`config.mk`:
```
export PLATFORM = sky130hd
export DESIGN_NAME = knn_vote
export DESIGN_NICKNAME = d
export VERILOG_FILES = /design/src/rtl/knn_pkg.sv /design/src/rtl/knn_vote.sv
export SDC_FILE = /design/constraint.sdc
export NUM_CORES = 1
export LEC_CHECK = 0
export BUFFER_PORTS_ARGS = -buffer_cell sky130_fd_sc_hd__buf_2
export CORE_ASPECT_RATIO = 0.7
export CORE_MARGIN = 2
export CORE_UTILIZATION = 51
export DETAILED_ROUTE_END_ITERATION = 8
export PLACE_DENSITY = 0.8
export SYNTH_ARGS = -nofsm -noshare
export SYNTH_HDL_FRONTEND = slang
export SYNTH_SLANG_ARGS = --single-unit
export TNS_END_PERCENT = 30
```
`constraint.sdc`:
```
create_clock -name clk -period 10.5 [get_ports clk]
set_clock_uncertainty 0.2 [all_clocks]
set_input_delay 1.05 -clock clk [delete_from_list [all_inputs] [get_ports clk]]
set_output_delay 1.05 -clock clk [all_outputs]
set_load 0.02 [all_outputs]
```
`src/rtl/knn_pkg.sv`:
```
// Package for the nearest-neighbor classifier: payload structs and constants.
// No dependencies.
`timescale 1ns / 1ps
package knn_pkg;
  localparam int MAX_POINTS = 256;
  localparam int MAX_K = 8;
  localparam int FEAT_W = 16;
  localparam int LABEL_W = 8;
  localparam int DIST_W = 35;
  localparam int K_W = 4;
  localparam int COUNT_W = 9;
  localparam int CFG_IDX_W = 1;
  localparam int CFG_DATA_W = 9;

  localparam logic ACT_LOAD = 1'b0;
  localparam logic ACT_QUERY = 1'b1;

  localparam logic [CFG_IDX_W-1:0] REG_K = 1'b0;
  localparam logic [CFG_IDX_W-1:0] REG_POINT_COUNT = 1'b1;

  typedef struct packed {
    logic action;
    logic [7:0] index;
    logic signed [FEAT_W-1:0] feature_0;
    logic signed [FEAT_W-1:0] feature_1;
    logic signed [FEAT_W-1:0] feature_2;
    logic signed [FEAT_W-1:0] feature_3;
    logic [LABEL_W-1:0] label;
  } in_word_t;

  typedef struct packed {
    logic [LABEL_W-1:0] predicted_label;
    logic [K_W-1:0] vote_count;
  } out_word_t;
endpackage

```
`src/rtl/knn_vote.sv`:
```
// Majority vote over the sorted neighbor list, one candidate per cycle.
// Depends on knn_pkg.
`timescale 1ns / 1ps
module knn_vote (
  input logic clk,
  input logic rst,
  input logic start,
  input logic [3:0] filled,
  input logic [knn_pkg::MAX_K-1:0][knn_pkg::LABEL_W-1:0] labels,
  output logic done,
  output knn_pkg::out_word_t result
);
  import knn_pkg::*;

  logic busy;
  logic [3:0] n;
  logic [LABEL_W-1:0] best_lab;
  logic [K_W-1:0] best_votes;
  logic [K_W-1:0] votes;
  logic [LABEL_W-1:0] cand;

  always_comb begin
    cand = labels[n[$clog2(MAX_K > 1 ? MAX_K : 2)-1:0]];
    votes = '0;
    for (int m = 0; m < MAX_K; m++) begin
      if (4'(m) < filled && labels[m] == cand) votes = votes + 1'b1;
    end
  end

  always_ff @(posedge clk) begin
    done <= 1'b0;
    if (rst) begin
      busy <= 1'b0;
      n <= '0;
    end else if (start) begin
      busy <= 1'b1;
      n <= '0;
      best_lab <= '0;
      best_votes <= '0;
    end else if (busy) begin
      if (n >= filled) begin
        busy <= 1'b0;
        done <= 1'b1;
        result.predicted_label <= best_lab;
        result.vote_count <= best_votes;
      end else begin
        if (votes > best_votes || (votes == best_votes && cand < best_lab)) begin
          best_votes <= votes;
          best_lab <= cand;
        end
        n <= n + 1'b1;
      end
    end
  end
endmodule
```
# == Yosys cells after proc, flatten, opt, wreduce, memory -nomap -nowiden ==
# Cells that the tools add are included.
# totals
input_bits,71
elab_cells,78
output_inout_bits,13
register_bits,30
# classes
n_addsub,8
muxes,20
order_cmp,12
bitwise_logic,4
eq_ne,10
reduce_logical,17
# ops
op,count
equality test 8 bit,8
two-way mux 4 bit,10
adder 4 x 1 -> 4 bit (second input constant),8
two-way mux 8 bit,4
binary-select mux 8 bit (select 3 bit),1
< comparator 3 x 4 -> 1 bit (first input constant),4
logical AND 1 bit,9
< comparator 1 x 4 -> 1 bit (first input constant),2
< comparator 2 x 4 -> 1 bit (first input constant),2
< comparator 8 bit,1
AND reduction 4 bit,2
two-way mux 1 bit,5
equality test 4 bit,1
>= comparator 4 bit,1
> comparator 4 bit,1
< comparator 3 x 4 -> 1 bit (second input constant),1
NOT 1 bit,4
nonzero test 2 bit,2
OR reduction 3 bit,1
!= test 2 bit (second input constant),1
AND reduction 2 bit,1
OR reduction 2 bit,1
logical OR 1 bit,1

# == Longest topological paths before layout ==
# Gate-level depths: netlist of run 1.
# depth
depth_word,25
ltp_mapped,33
mapped_depth_nobuf,30

# == Least setup slack after synthesis of run 1 ==
# No wires, ideal clock.
# synth_timing
path_kind,input port to flip-flop
start,in labels[61] in the netlist's numbering
end,reg best_lab[0] (enable)
setup_time_ns,0.396
path_slack_ns,3.118
path_stages,29
n_path_buf,0
t_required_ns,9.904
arrival_time_ns,6.785
path_cell_list,mux4_2 > mux2i_4 > xor2_1 > nand3_1 > a311oi_1 > nand4_1 > inv_1 > ha_1 > xnor2_1 > inv_1 > ha_1 > mux2_2 > xnor2_1 > nand2_1 > o21a_1 > nor2_1 > a21oi_1 > ha_1 > inv_1 > mux2i_1 > ha_1 > mux2_2 > ha_1 > a21oi_1 > nor2b_1 > o21ai_0 > nand2b_1 > a21oi_1 > nor3_1
# synth_via
elab_chain_len,24
word_cells_on_any_way,40
cone_classes,add/sub (7); order compare (2); eq/ne (9); mux (10); reduce/logical (12)
# synth_rtl
item,line_no,source
from (decl),knn_vote.sv:9,"input logic [knn_pkg::MAX_K-1:0][knn_pkg::LABEL_W-1:0] labels,"
binary-select mux 8 bit (select 3 bit),knn_vote.sv:23,cand = labels[n[$clog2(MAX_K > 1 ? MAX_K : 2)-1:0]];
two-way mux 8 bit,knn_vote.sv:23,
equality test 8 bit,knn_vote.sv:26,if (4'(m) < filled && labels[m] == cand) votes = votes + 1'b1;
logical AND 1 bit,knn_vote.sv:26,
two-way mux 1 bit,knn_vote.sv:26,
adder 4 x 1 -> 4 bit,knn_vote.sv:26,
two-way mux 4 bit,knn_vote.sv:26,
adder 4 x 1 -> 4 bit,knn_vote.sv:26,
[... 8 more ...],n/a,
two-way mux 4 bit,knn_vote.sv:26,
adder 4 x 1 -> 4 bit,knn_vote.sv:26,
two-way mux 4 bit *,knn_vote.sv:26,
via votes[1],knn_vote.sv:19,logic [K_W-1:0] votes;
branches (longest 2 deep; another with > comparator 4 bit),n/a,
logical OR 1 bit *,knn_vote.sv:47,if (votes > best_votes || (votes == best_votes && cand < best_lab)) begin
nonzero test 2 bit (no source line) *,n/a,
AND reduction 4 bit (no source line) *,n/a,
to (signal assigned),knn_vote.sv:49,best_lab <= cand;
to (decl),knn_vote.sv:17,logic [LABEL_W-1:0] best_lab;
# Mark *: on every way through the listed nets, which the timed path passes. The select of a mux whose other input is x is not followed.
# A chain may end at the register's enable or synchronous reset.

# == Worst setup path in the final report of run 1 ==
# layout_timing
start,reg n[2]
end,reg best_lab[3] (enable)
# layout_via
elab_chain_len,24
word_cells_on_any_way,42
cone_classes,add/sub (7); order compare (3); eq/ne (10); mux (10); reduce/logical (12)
# layout_rtl
item,line_no,source
from (decl),knn_vote.sv:16,logic [3:0] n;
from (signal assigned),knn_vote.sv:51,n <= n + 1'b1;
binary-select mux 8 bit (select 3 bit) *,knn_vote.sv:23,
two-way mux 8 bit *,knn_vote.sv:23,
equality test 8 bit,knn_vote.sv:26,
logical AND 1 bit,knn_vote.sv:26,
two-way mux 1 bit,knn_vote.sv:26,
adder 4 x 1 -> 4 bit,knn_vote.sv:26,
two-way mux 4 bit,knn_vote.sv:26,
adder 4 x 1 -> 4 bit,knn_vote.sv:26,
[... 8 more ...],n/a,
two-way mux 4 bit,knn_vote.sv:26,
adder 4 x 1 -> 4 bit,knn_vote.sv:26,
two-way mux 4 bit *,knn_vote.sv:26,
via votes[1],knn_vote.sv:19,
branches (longest 2 deep; another with > comparator 4 bit),n/a,
logical OR 1 bit *,knn_vote.sv:47,
nonzero test 2 bit (no source line) *,n/a,
AND reduction 4 bit (no source line) *,n/a,
# Marks and branches as above.

==> impl_metrics.json, run 1 <==
{
  "status": "complete, no violations",
  "grt_antenna_before_repair": 0,
  "via_per_inst": 5.949,
  "cts_tree": "built",
  "synthMuxAreaShare_pct": 13.37,
  "finalSetupViolations": 0,
  "cp_max_fo": 23,
  "drt-pass1-iter-count": 5,
  "start_kind": "flop",
  "chipHeight_um": 74.79,
  "min_period_ns": 7.685,
  "crit_slowest_cell": "dfxtp_1",
  "syn_nets": 491,
  "io_buffers": 83,
  "yosys.area_share.adder_pct": 8.568,
  "hold_buffers": 0,
  "synth-simple-area-share_pct": 19.02,
  "fp.dieW_um": 105.1,
  "postCtsSetupBuffers": 0,
  "stdcell_count": 568,
  "fin_ws_ns": 2.815,
  "fin_util_pct": 61.32,
  "drt-initial-drc-count": 232,
  "post-route-period-util_pct": 73.19,
  "core_um2": 6850,
  "ys_types": 63,
  "hold_class": "reg -> reg",
  "numCtsBuffers": 5,
  "cts_root_buf": "clkbuf_8",
  "initial_core_util_pct": 53.30,
  "cp-end-kind": "flop",
  "grt_max_degree": 24,
  "synth_edf_count": 24,
  "switchingPower_w": 0.0001061,
  "synth_compound_area_share_pct": 14.15,
  "synth_xor_area_share_pct": 16.07,
  "synth_cells": 395,
  "die_area_um2": 7863,
  "hold_start": "best_lab[5]",
  "worstSkewPairLatency_ns": 0.27,
  "required_ns": 10.27,
  "max_slew_margin_pct": 12.81,
  "critPathMaxStageDelay_ns": 1.08,
  "dp_hpwl_mm": 8.200,
  "vdd.ir_drop.worst_mv": 0.04341,
  "grt_first_pass_wirelength_mm": 16.06,
  "final-max-slew-violation-count": 0,
  "combPwrFrac_pct": 32.9,
  "routedWlPerCell_um": 17.83,
  "timing.fmax_ghz": 0.1301,
  "placed_cells": 560,
  "via_count": 3379,
  "grt_pass1_vias": 3232,
  "finalHoldViolCount": 0,
  "worstPathArrival_ns": 7.46,
  "antennaDiodeCount": 0,
  "synth_seq_cells": 30,
  "maxCapViolations": 0,
  "clockPowerShare_pct": 27.5,
  "ys_warn_count": 0,
  "place_ws_ns": 2.876,
  "grt_overflow": 0,
  "ctsHtreeMaxLevel": 2,
  "grt_usage_pct": 26.22,
  "mostFrequentLayoutCells": "buf_2, xor2_1, xnor2_1, inv_1, ha_1",
  "clock_path_buffers": 2,
  "r2r-start": "n[2]",
  "cts.clk_slew.worst_paths_ns": 0.06,
  "setup_tns_ns": 0,
  "drive_gt1_share_pct": 25.11,
  "rsz0062_at_grt": "no",
  "holdWs_ns": 0.2506,
  "synth_area_um2": 3651,
  "postCtsResizedCells": 0,
  "avgSynthCellArea_um2": 9.243,
  "p_per_area_nw_per_um2": 80.37,
  "tightest_slew_ns": 1.275,
  "cts_sinks": 30,
  "synth_ff_type": "edfxtp_1",
  "synth_top_family_by_area": "simple AND/OR/NAND/NOR gates",
  "gp_congestion": 0.9950,
  "cp_common_cell": "ha_1",
  "drt_wl_total_mm": 10.13,
  "drc_errors": 0,
  "fin_nets": 569,
  "p_seq_share_pct": 39.6,
  "final_common_cell": "buf_2",
  "synthToLayoutAreaGrowth_pct": 15.04,
  "switching_share_pct": 31.44,
  "rows": 25,
  "pin_count": 84,
  "worstSetupPathType": "reg -> reg",
  "p_int_w": 0.0002314,
  "p_leak_nw": 1.756,
  "async_flop_share_pct": 0,
  "ant_nets": 0,
  "worstSetupStartpoint": "n[2]",
  "synth-seq-area-share_pct": 23.03
}
-- layout make-up --
class                      count  area (µm²)
fill                         578        2650
multi-input combinational    321        2605
sequential                    30       840.8
timing repair buffer          86       437.9
tap                           94       117.6
inverter                      29       108.9
clock buffer                   8       90.09
-- sequential cells by signal, summed over array words and instances (netlist names) --
register,count
result,12
n,4
best_lab,8
best_votes,4
busy,1
done,1
-- metal layers --
layer,vias up,wire length (µm),GRT usage [%],share of wire (%)
met5,-,0,0,0
met4,0,126,4.889,1.2
met3,12,1019,5.628,10
met2,173,4543,44.23,45
met1,1575,4436,35.65,44
li1,1619,-,-,-
-- synth_stat cells (7+ instances only) --
| master | count | area share (%) |
|---|---|---|
| nor2b_1 | 7 | 1.2 |
| nand3_1 | 9 | 1.2 |
| nand2_1 | 13 | 1.3 |
| ha_1 | 25 | 8.6 |
| o21ai_0 | 14 | 1.9 |
| a21oi_1 | 9 | 1.2 |
| mux2i_1 | 24 | 6.6 |
| nor3_1 | 16 | 2.2 |
| xnor2_1 | 27 | 6.5 |
| inv_1 | 27 | 2.8 |
| edfxtp_1 | 24 | 20 |
| nand4_1 | 13 | 2.2 |
| or3_1 | 10 | 1.7 |
| xor2_1 | 33 | 7.9 |
| nor2_1 | 19 | 2.0 |
| mux2_2 | 7 | 2.2 |
-- power by group through the flow --
| stage | registers, W | clock network, W | logic, W |
|---|---|---|---|
| 3_5_place_dp | 0.000136 | 0 | 0.000108 |
| 6_report | 0.000134 | 0.0000928 | 0.000111 |
| 5_1_grt | 0.000134 | 0.000101 | 0.000122 |
| 4_1_cts | 0.000134 | 0.0000946 | 0.000110 |
| 2_1_floorplan | 0.000136 | 0 | 0.0000718 |
| 3_3_place_gp | 0.000136 | 0 | 0.000107 |
-- cell families after synthesis --
group,count (synthesis)
AOI/OAI and AO/OA,75
xor gates and xnor gates,63
and+or+nand+nor,117
DFF,30
muxes,41
buffers and inverters,44
adders and majority gates,25
-- metrics by stage --
step	instance area (µm²)	power, W
final	4200	0.0003376
after global routing	4200	0.0003566
after CTS	4200	0.0003377
after detailed placement	4110	0.0002445
after global placement	4110	0.0002426
after floorplan	3651	0.0002074
-- critical path: cells and delay by family (launching register included) --
kind,cells,cell delay (ns)
simple gates,9,1.61
fa+ha+maj,5,1.44
flops,1,1.08
xor+xnor,3,0.87
compound gates,7,0.84
mux,3,0.81
buf+inv,4,0.52
-- path summary, 6_finish.rpt --
path / to / slack (ns) / depth (start not counted)
worst min register to register: result[9] / 0.25 / 0
worst min-delay path: result[9] / 0.25 / 0
worst max register to register: best_lab[3] / 2.82 / 31
worst max-delay path: best_lab[3] / 2.82 / 31
No activity file was read; power rests on OpenSTA's default activity.
==> run 2: changes to the inputs <==
==> constraint.sdc (replaced) <==
create_clock -name clk -period 8.1 [get_ports clk]
set_clock_uncertainty 0.2 [all_clocks]
set_input_delay 0.81 -clock clk [delete_from_list [all_inputs] [get_ports clk]]
set_output_delay 0.81 -clock clk [all_outputs]
set_load 0.02 [all_outputs]
==> impl_metrics.json, run 2 (synthesized netlist as in run 1, its figures left out) <==
{
  "critPathMaxStageDelay_ns": 0.80,
  "die_area_um2": 7863,
  "tightest_slew_ns": 1.237,
  "largest_register_ffs": 12,
  "worstPathArrival_ns": 7.27,
  "p_int_w": 0.0002897,
  "r2r-start": "n[1]",
  "cp_max_fo": 15,
  "cts_tree": "built",
  "gp_congestion": 1.007,
  "switching_share_pct": 32.92,
  "p_seq_share_pct": 40.0,
  "grt_usage_pct": 26.12,
  "cts_sinks": 30,
  "required_ns": 7.93,
  "maxCapViolations": 0,
  "setup_tns_ns": 0,
  "p_leak_nw": 1.758,
  "grt_overflow": 0,
  "io_buffers": 83,
  "worstSkewPairLatency_ns": 0.28,
  "initial_core_util_pct": 53.30,
  "ant_nets": 0,
  "vdd.ir_drop.worst_mv": 0.08082,
  "hold_start": "best_lab[4]",
  "ctsHtreeMaxLevel": 2,
  "chipHeight_um": 74.79,
  "worstSetupStartpoint": "n[1]",
  "combPwrFrac_pct": 33.6,
  "hold_class": "reg -> reg",
  "via_count": 3352,
  "fp.dieW_um": 105.1,
  "drc_errors": 0,
  "hold_buffers": 0,
  "top_regs": "result x12, best_lab x8",
  "placed_cells": 561,
  "drt-initial-drc-count": 212,
  "postCtsResizedCells": 0,
  "final-max-slew-violation-count": 0,
  "crit_slowest_cell": "dfxtp_1",
  "cts_root_buf": "clkbuf_8",
  "rsz0062_at_grt": "no",
  "status": "complete, no violations",
  "clockPowerShare_pct": 26.4,
  "drt_wl_total_mm": 10.15,
  "antennaDiodeCount": 0,
  "routedWlPerCell_um": 17.84,
  "cp_common_cell": "ha_1",
  "timing.fmax_ghz": 0.1344,
  "numCtsBuffers": 5,
  "final_common_cell": "buf_2",
  "max_slew_margin_pct": 15.37,
  "min_period_ns": 7.438,
  "rows": 25,
  "largest-register": "result",
  "grt_antenna_before_repair": 0,
  "drt-pass1-iter-count": 4,
  "cp-end-kind": "flop",
  "fin_util_pct": 61.30,
  "grt_pass1_vias": 3328,
  "core_um2": 6850,
  "p_per_area_nw_per_um2": 102.9,
  "grt_first_pass_wirelength_mm": 16.20,
  "dp_hpwl_mm": 8.274,
  "stdcell_count": 569,
  "finalHoldViolCount": 0,
  "finalSetupViolations": 0,
  "synthToLayoutAreaGrowth_pct": 15.01,
  "grt_max_degree": 24,
  "mostFrequentLayoutCells": "buf_2, xor2_1, xnor2_1, inv_1, ha_1",
  "worstSetupPathType": "reg -> reg",
  "cts.clk_slew.worst_paths_ns": 0.06,
  "clock_path_buffers": 2,
  "drive_gt1_share_pct": 25.26,
  "postCtsSetupBuffers": 0,
  "pin_count": 84,
  "post-route-period-util_pct": 91.83,
  "switchingPower_w": 0.0001422,
  "fin_nets": 570,
  "start_kind": "flop",
  "via_per_inst": 5.891
}
==> run 2: worst max-delay path, delay by kind of cell, from the launching register on <==
family | cells | cell delay [ns]
AOI/OAI and AO/OA | 6 | 0.95
muxes | 5 | 1.80
buffers and inverters | 4 | 0.46
DFF | 1 | 0.80
xor gates and xnor gates | 3 | 0.88
adders and majority gates | 5 | 1.43
and+or+nand+nor | 7 | 0.68
==> run 2: path summary, 6_finish.rpt <==
check | endpoint | slack, ns | cells past startpoint
min | result[8] | 0.26 | 0
max | best_lab[1] | 0.66 | 30
max reg2reg | best_lab[1] | 0.66 | 30
min reg2reg | result[8] | 0.26 | 0
==> run 2: power groups by stage <==
stage	registers (W)	logic [W]	clock network [W]
6_report	0.000173	0.000145	0.000114
5_1_grt	0.000173	0.000158	0.000122
4_1_cts	0.000173	0.000143	0.000115
3_5_place_dp	0.000176	0.000141	0
3_3_place_gp	0.000176	0.000139	0
2_1_floorplan	0.000176	0.0000931	0
==> run 2: per-layer routing <==
layer	part of all wire, %	track usage, %	vias up
met5	0	0	-
li1	-	-	1613
met3	10	6.320	12
met2	45	42.71	164
met4	0.98	5.481	0
met1	44	35.85	1563
==> run 2: layout make-up <==
cell class              count  area [µm²]
fillers                   587        2651
well taps                  94       117.6
flip-flops and latches     30       840.8
clock inverters             2       8.758
clock buffers               6       72.57
repair buffers             87       445.4
inverters                  29       108.9
multi-input cells         321        2605
==> run 2: through the flow <==
step	power, W	setup slack (ns)	cell area (µm²)	hold slack [ns]
after floorplan	0.0002688	0.9584	3651	0.2211
after global placement	0.0003147	0.9562	4118	0.2357
after detailed placement	0.0003175	0.7591	4118	0.2408
after CTS	0.0004309	0.7481	4199	0.2547
after global routing	0.0004536	0.1460	4199	0.2649
final	0.0004319	0.6617	4199	0.2575
==> run 3: changes to the inputs <==
--- a/config.mk
+++ b/config.mk
@@ -7,10 +7,10 @@
 export LEC_CHECK = 0
 export BUFFER_PORTS_ARGS = -buffer_cell sky130_fd_sc_hd__buf_2
 export CORE_ASPECT_RATIO = 0.7
-export CORE_MARGIN = 2
 export CORE_UTILIZATION = 51
 export DETAILED_ROUTE_END_ITERATION = 8
 export PLACE_DENSITY = 0.8
+export SLEW_MARGIN = 15
 export SYNTH_ARGS = -nofsm -noshare
 export SYNTH_HDL_FRONTEND = slang
 export SYNTH_SLANG_ARGS = --single-unit
==> impl_metrics.json, run 3 (synthesized netlist as in run 1, its figures left out) <==
{
  "fin_nets": 570,
  "maxCapViolations": 0,
  "gp_congestion": 0.9521,
  "largest-register": "result",
  "chipHeight_um": 72.79,
  "cts.clk_slew.worst_paths_ns": 0.06,
  "postCtsSetupBuffers": 0,
  "finalSetupViolations": 0,
  "hold_buffers": 0,
  "drive_gt1_share_pct": 25.47,
  "r2r-start": "n[1]",
  "fp.dieW_um": 103.1,
  "hold_class": "reg -> reg",
  "r2r_slack_ns": 0.61,
  "cp-end-kind": "flop",
  "numCtsBuffers": 5,
  "core_um2": 6850,
  "cp_max_fo": 15,
  "die_area_um2": 7507,
  "grt_overflow": 0,
  "drc_errors": 0,
  "cp_common_cell": "ha_1",
  "dp_hpwl_mm": 8.226,
  "max_slew_margin_pct": 13.89,
  "mostFrequentLayoutCells": "buf_2, xor2_1, xnor2_1, inv_1, ha_1",
  "clock_path_buffers": 2,
  "synthToLayoutAreaGrowth_pct": 15.28,
  "required_ns": 7.87,
  "final-max-slew-violation-count": 0,
  "finalHoldViolCount": 0,
  "dpl_cell_area_um2": 4118,
  "antennaDiodeCount": 0,
  "postCtsResizedCells": 0,
  "cts_tree": "built",
  "worstPathArrival_ns": 7.26,
  "tightest_slew_ns": 1.259,
  "grt_usage_pct": 27.87,
  "grt_first_pass_wirelength_mm": 16.00,
  "io_buffers": 83,
  "critPathMaxStageDelay_ns": 0.78,
  "worstSetupPathType": "reg -> reg",
  "via_per_inst": 5.933,
  "final_common_cell": "buf_2",
  "n_fill_cell": 586,
  "grt_antenna_before_repair": 0,
  "rsz0062_at_grt": "no",
  "worstSetupStartpoint": "n[1]",
  "grt_pass1_vias": 3276,
  "drt-pass1-iter-count": 5,
  "setup_tns_ns": 0,
  "drt-initial-drc-count": 268,
  "timing.fmax_ghz": 0.1335,
  "ant_nets": 0,
  "crit_slowest_cell": "dfxtp_1",
  "post-route-period-util_pct": 92.47,
  "worstSkewPairLatency_ns": 0.27,
  "r2r-end": "best_lab[1]",
  "largest_register_ffs": 12,
  "ctsHtreeMaxLevel": 2,
  "reg2reg_depth": 30,
  "cts_sinks": 30,
  "grt_max_degree": 22,
  "start_kind": "flop",
  "min_period_ns": 7.490,
  "drt_wl_total_mm": 10.06,
  "status": "complete, no violations",
  "routedWlPerCell_um": 17.67,
  "cts_root_buf": "clkbuf_8",
  "via_count": 3376,
  "p_per_area_nw_per_um2": 104.2,
  "p_leak_nw": 1.762,
  "top_regs": "result x12, best_lab x8",
  "final_cell_area_um2": 4209,
  "pin_count": 84,
  "initial_core_util_pct": 53.30,
  "rows": 25,
  "vdd.ir_drop.worst_mv": 0.05720,
  "endpoint": "best_lab[1]"
}
[run 3: worst min path at each step]
stage                  to  slack, ns        start  cells after the start
6_report       result[10]       0.25  best_lab[6]                      0
3_5_place_dp   result[10]       0.24  best_lab[6]                      0
2_1_floorplan   result[4]       0.22  best_lab[0]                      0
5_1_grt         result[9]       0.27  best_lab[5]                      0
4_1_cts        result[10]       0.25  best_lab[6]                      0
3_3_place_gp    result[4]       0.23  best_lab[0]                      0
[run 3: layout make-up]
class,count,area [µm²],share of cell area (%)
Sequential cell,30,842.1,20.01
Timing Repair Buffer,87,445.4,10.58
Inverter,29,108.9,2.586
Multi-Input combinational cell,321,2605,61.89
Tap cell,94,117.6,2.794
Clock buffer,8,90.09,2.140
[run 3: critical path, delay by kind of cell, from the launching register on]
kind | cells | cell delay, ns
mux | 5 | 1.86
fa+ha+maj | 5 | 1.47
xor+xnor | 3 | 0.87
simple gates | 7 | 0.84
flops | 1 | 0.78
compound gates | 6 | 0.67
buf+inv | 4 | 0.51
[run 3: power by group]
part | switching [W] | internal [W] | total [W]
logic | 0.0000843 | 0.0000602 | 0.000145
clock network | 0.0000512 | 0.0000691 | 0.000120
registers | 0.00000272 | 0.000171 | 0.000174
total | 0.000138 | 0.000300 | 0.000438
[run 3: layer usage]
metal  share of wire, %  global-route usage (%)  vias to the layer above
li1                   -                       -                     1611
met1                 45                   38.93                     1590
met2                 45                   45.41                      164
met3                8.9                   5.556                       11
met4               0.61                   4.538                        0
met5                  0                       0                        -
[run 3: per-stage QoR]
step                      power (W)  utilization (%)  hold slack [ns]  instances  setup WS (ns)
final                     0.0004384            61.44           0.2518        569         0.6097
after global routing      0.0004595            61.44           0.2714        569        0.02595
after global placement    0.0003144            60.11           0.2326        561         0.8756
after floorplan           0.0002688                -           0.2211        395         0.9584
after CTS                 0.0004362            61.42           0.2541        569         0.5909
after detailed placement  0.0003174            60.11           0.2401        561         0.6181
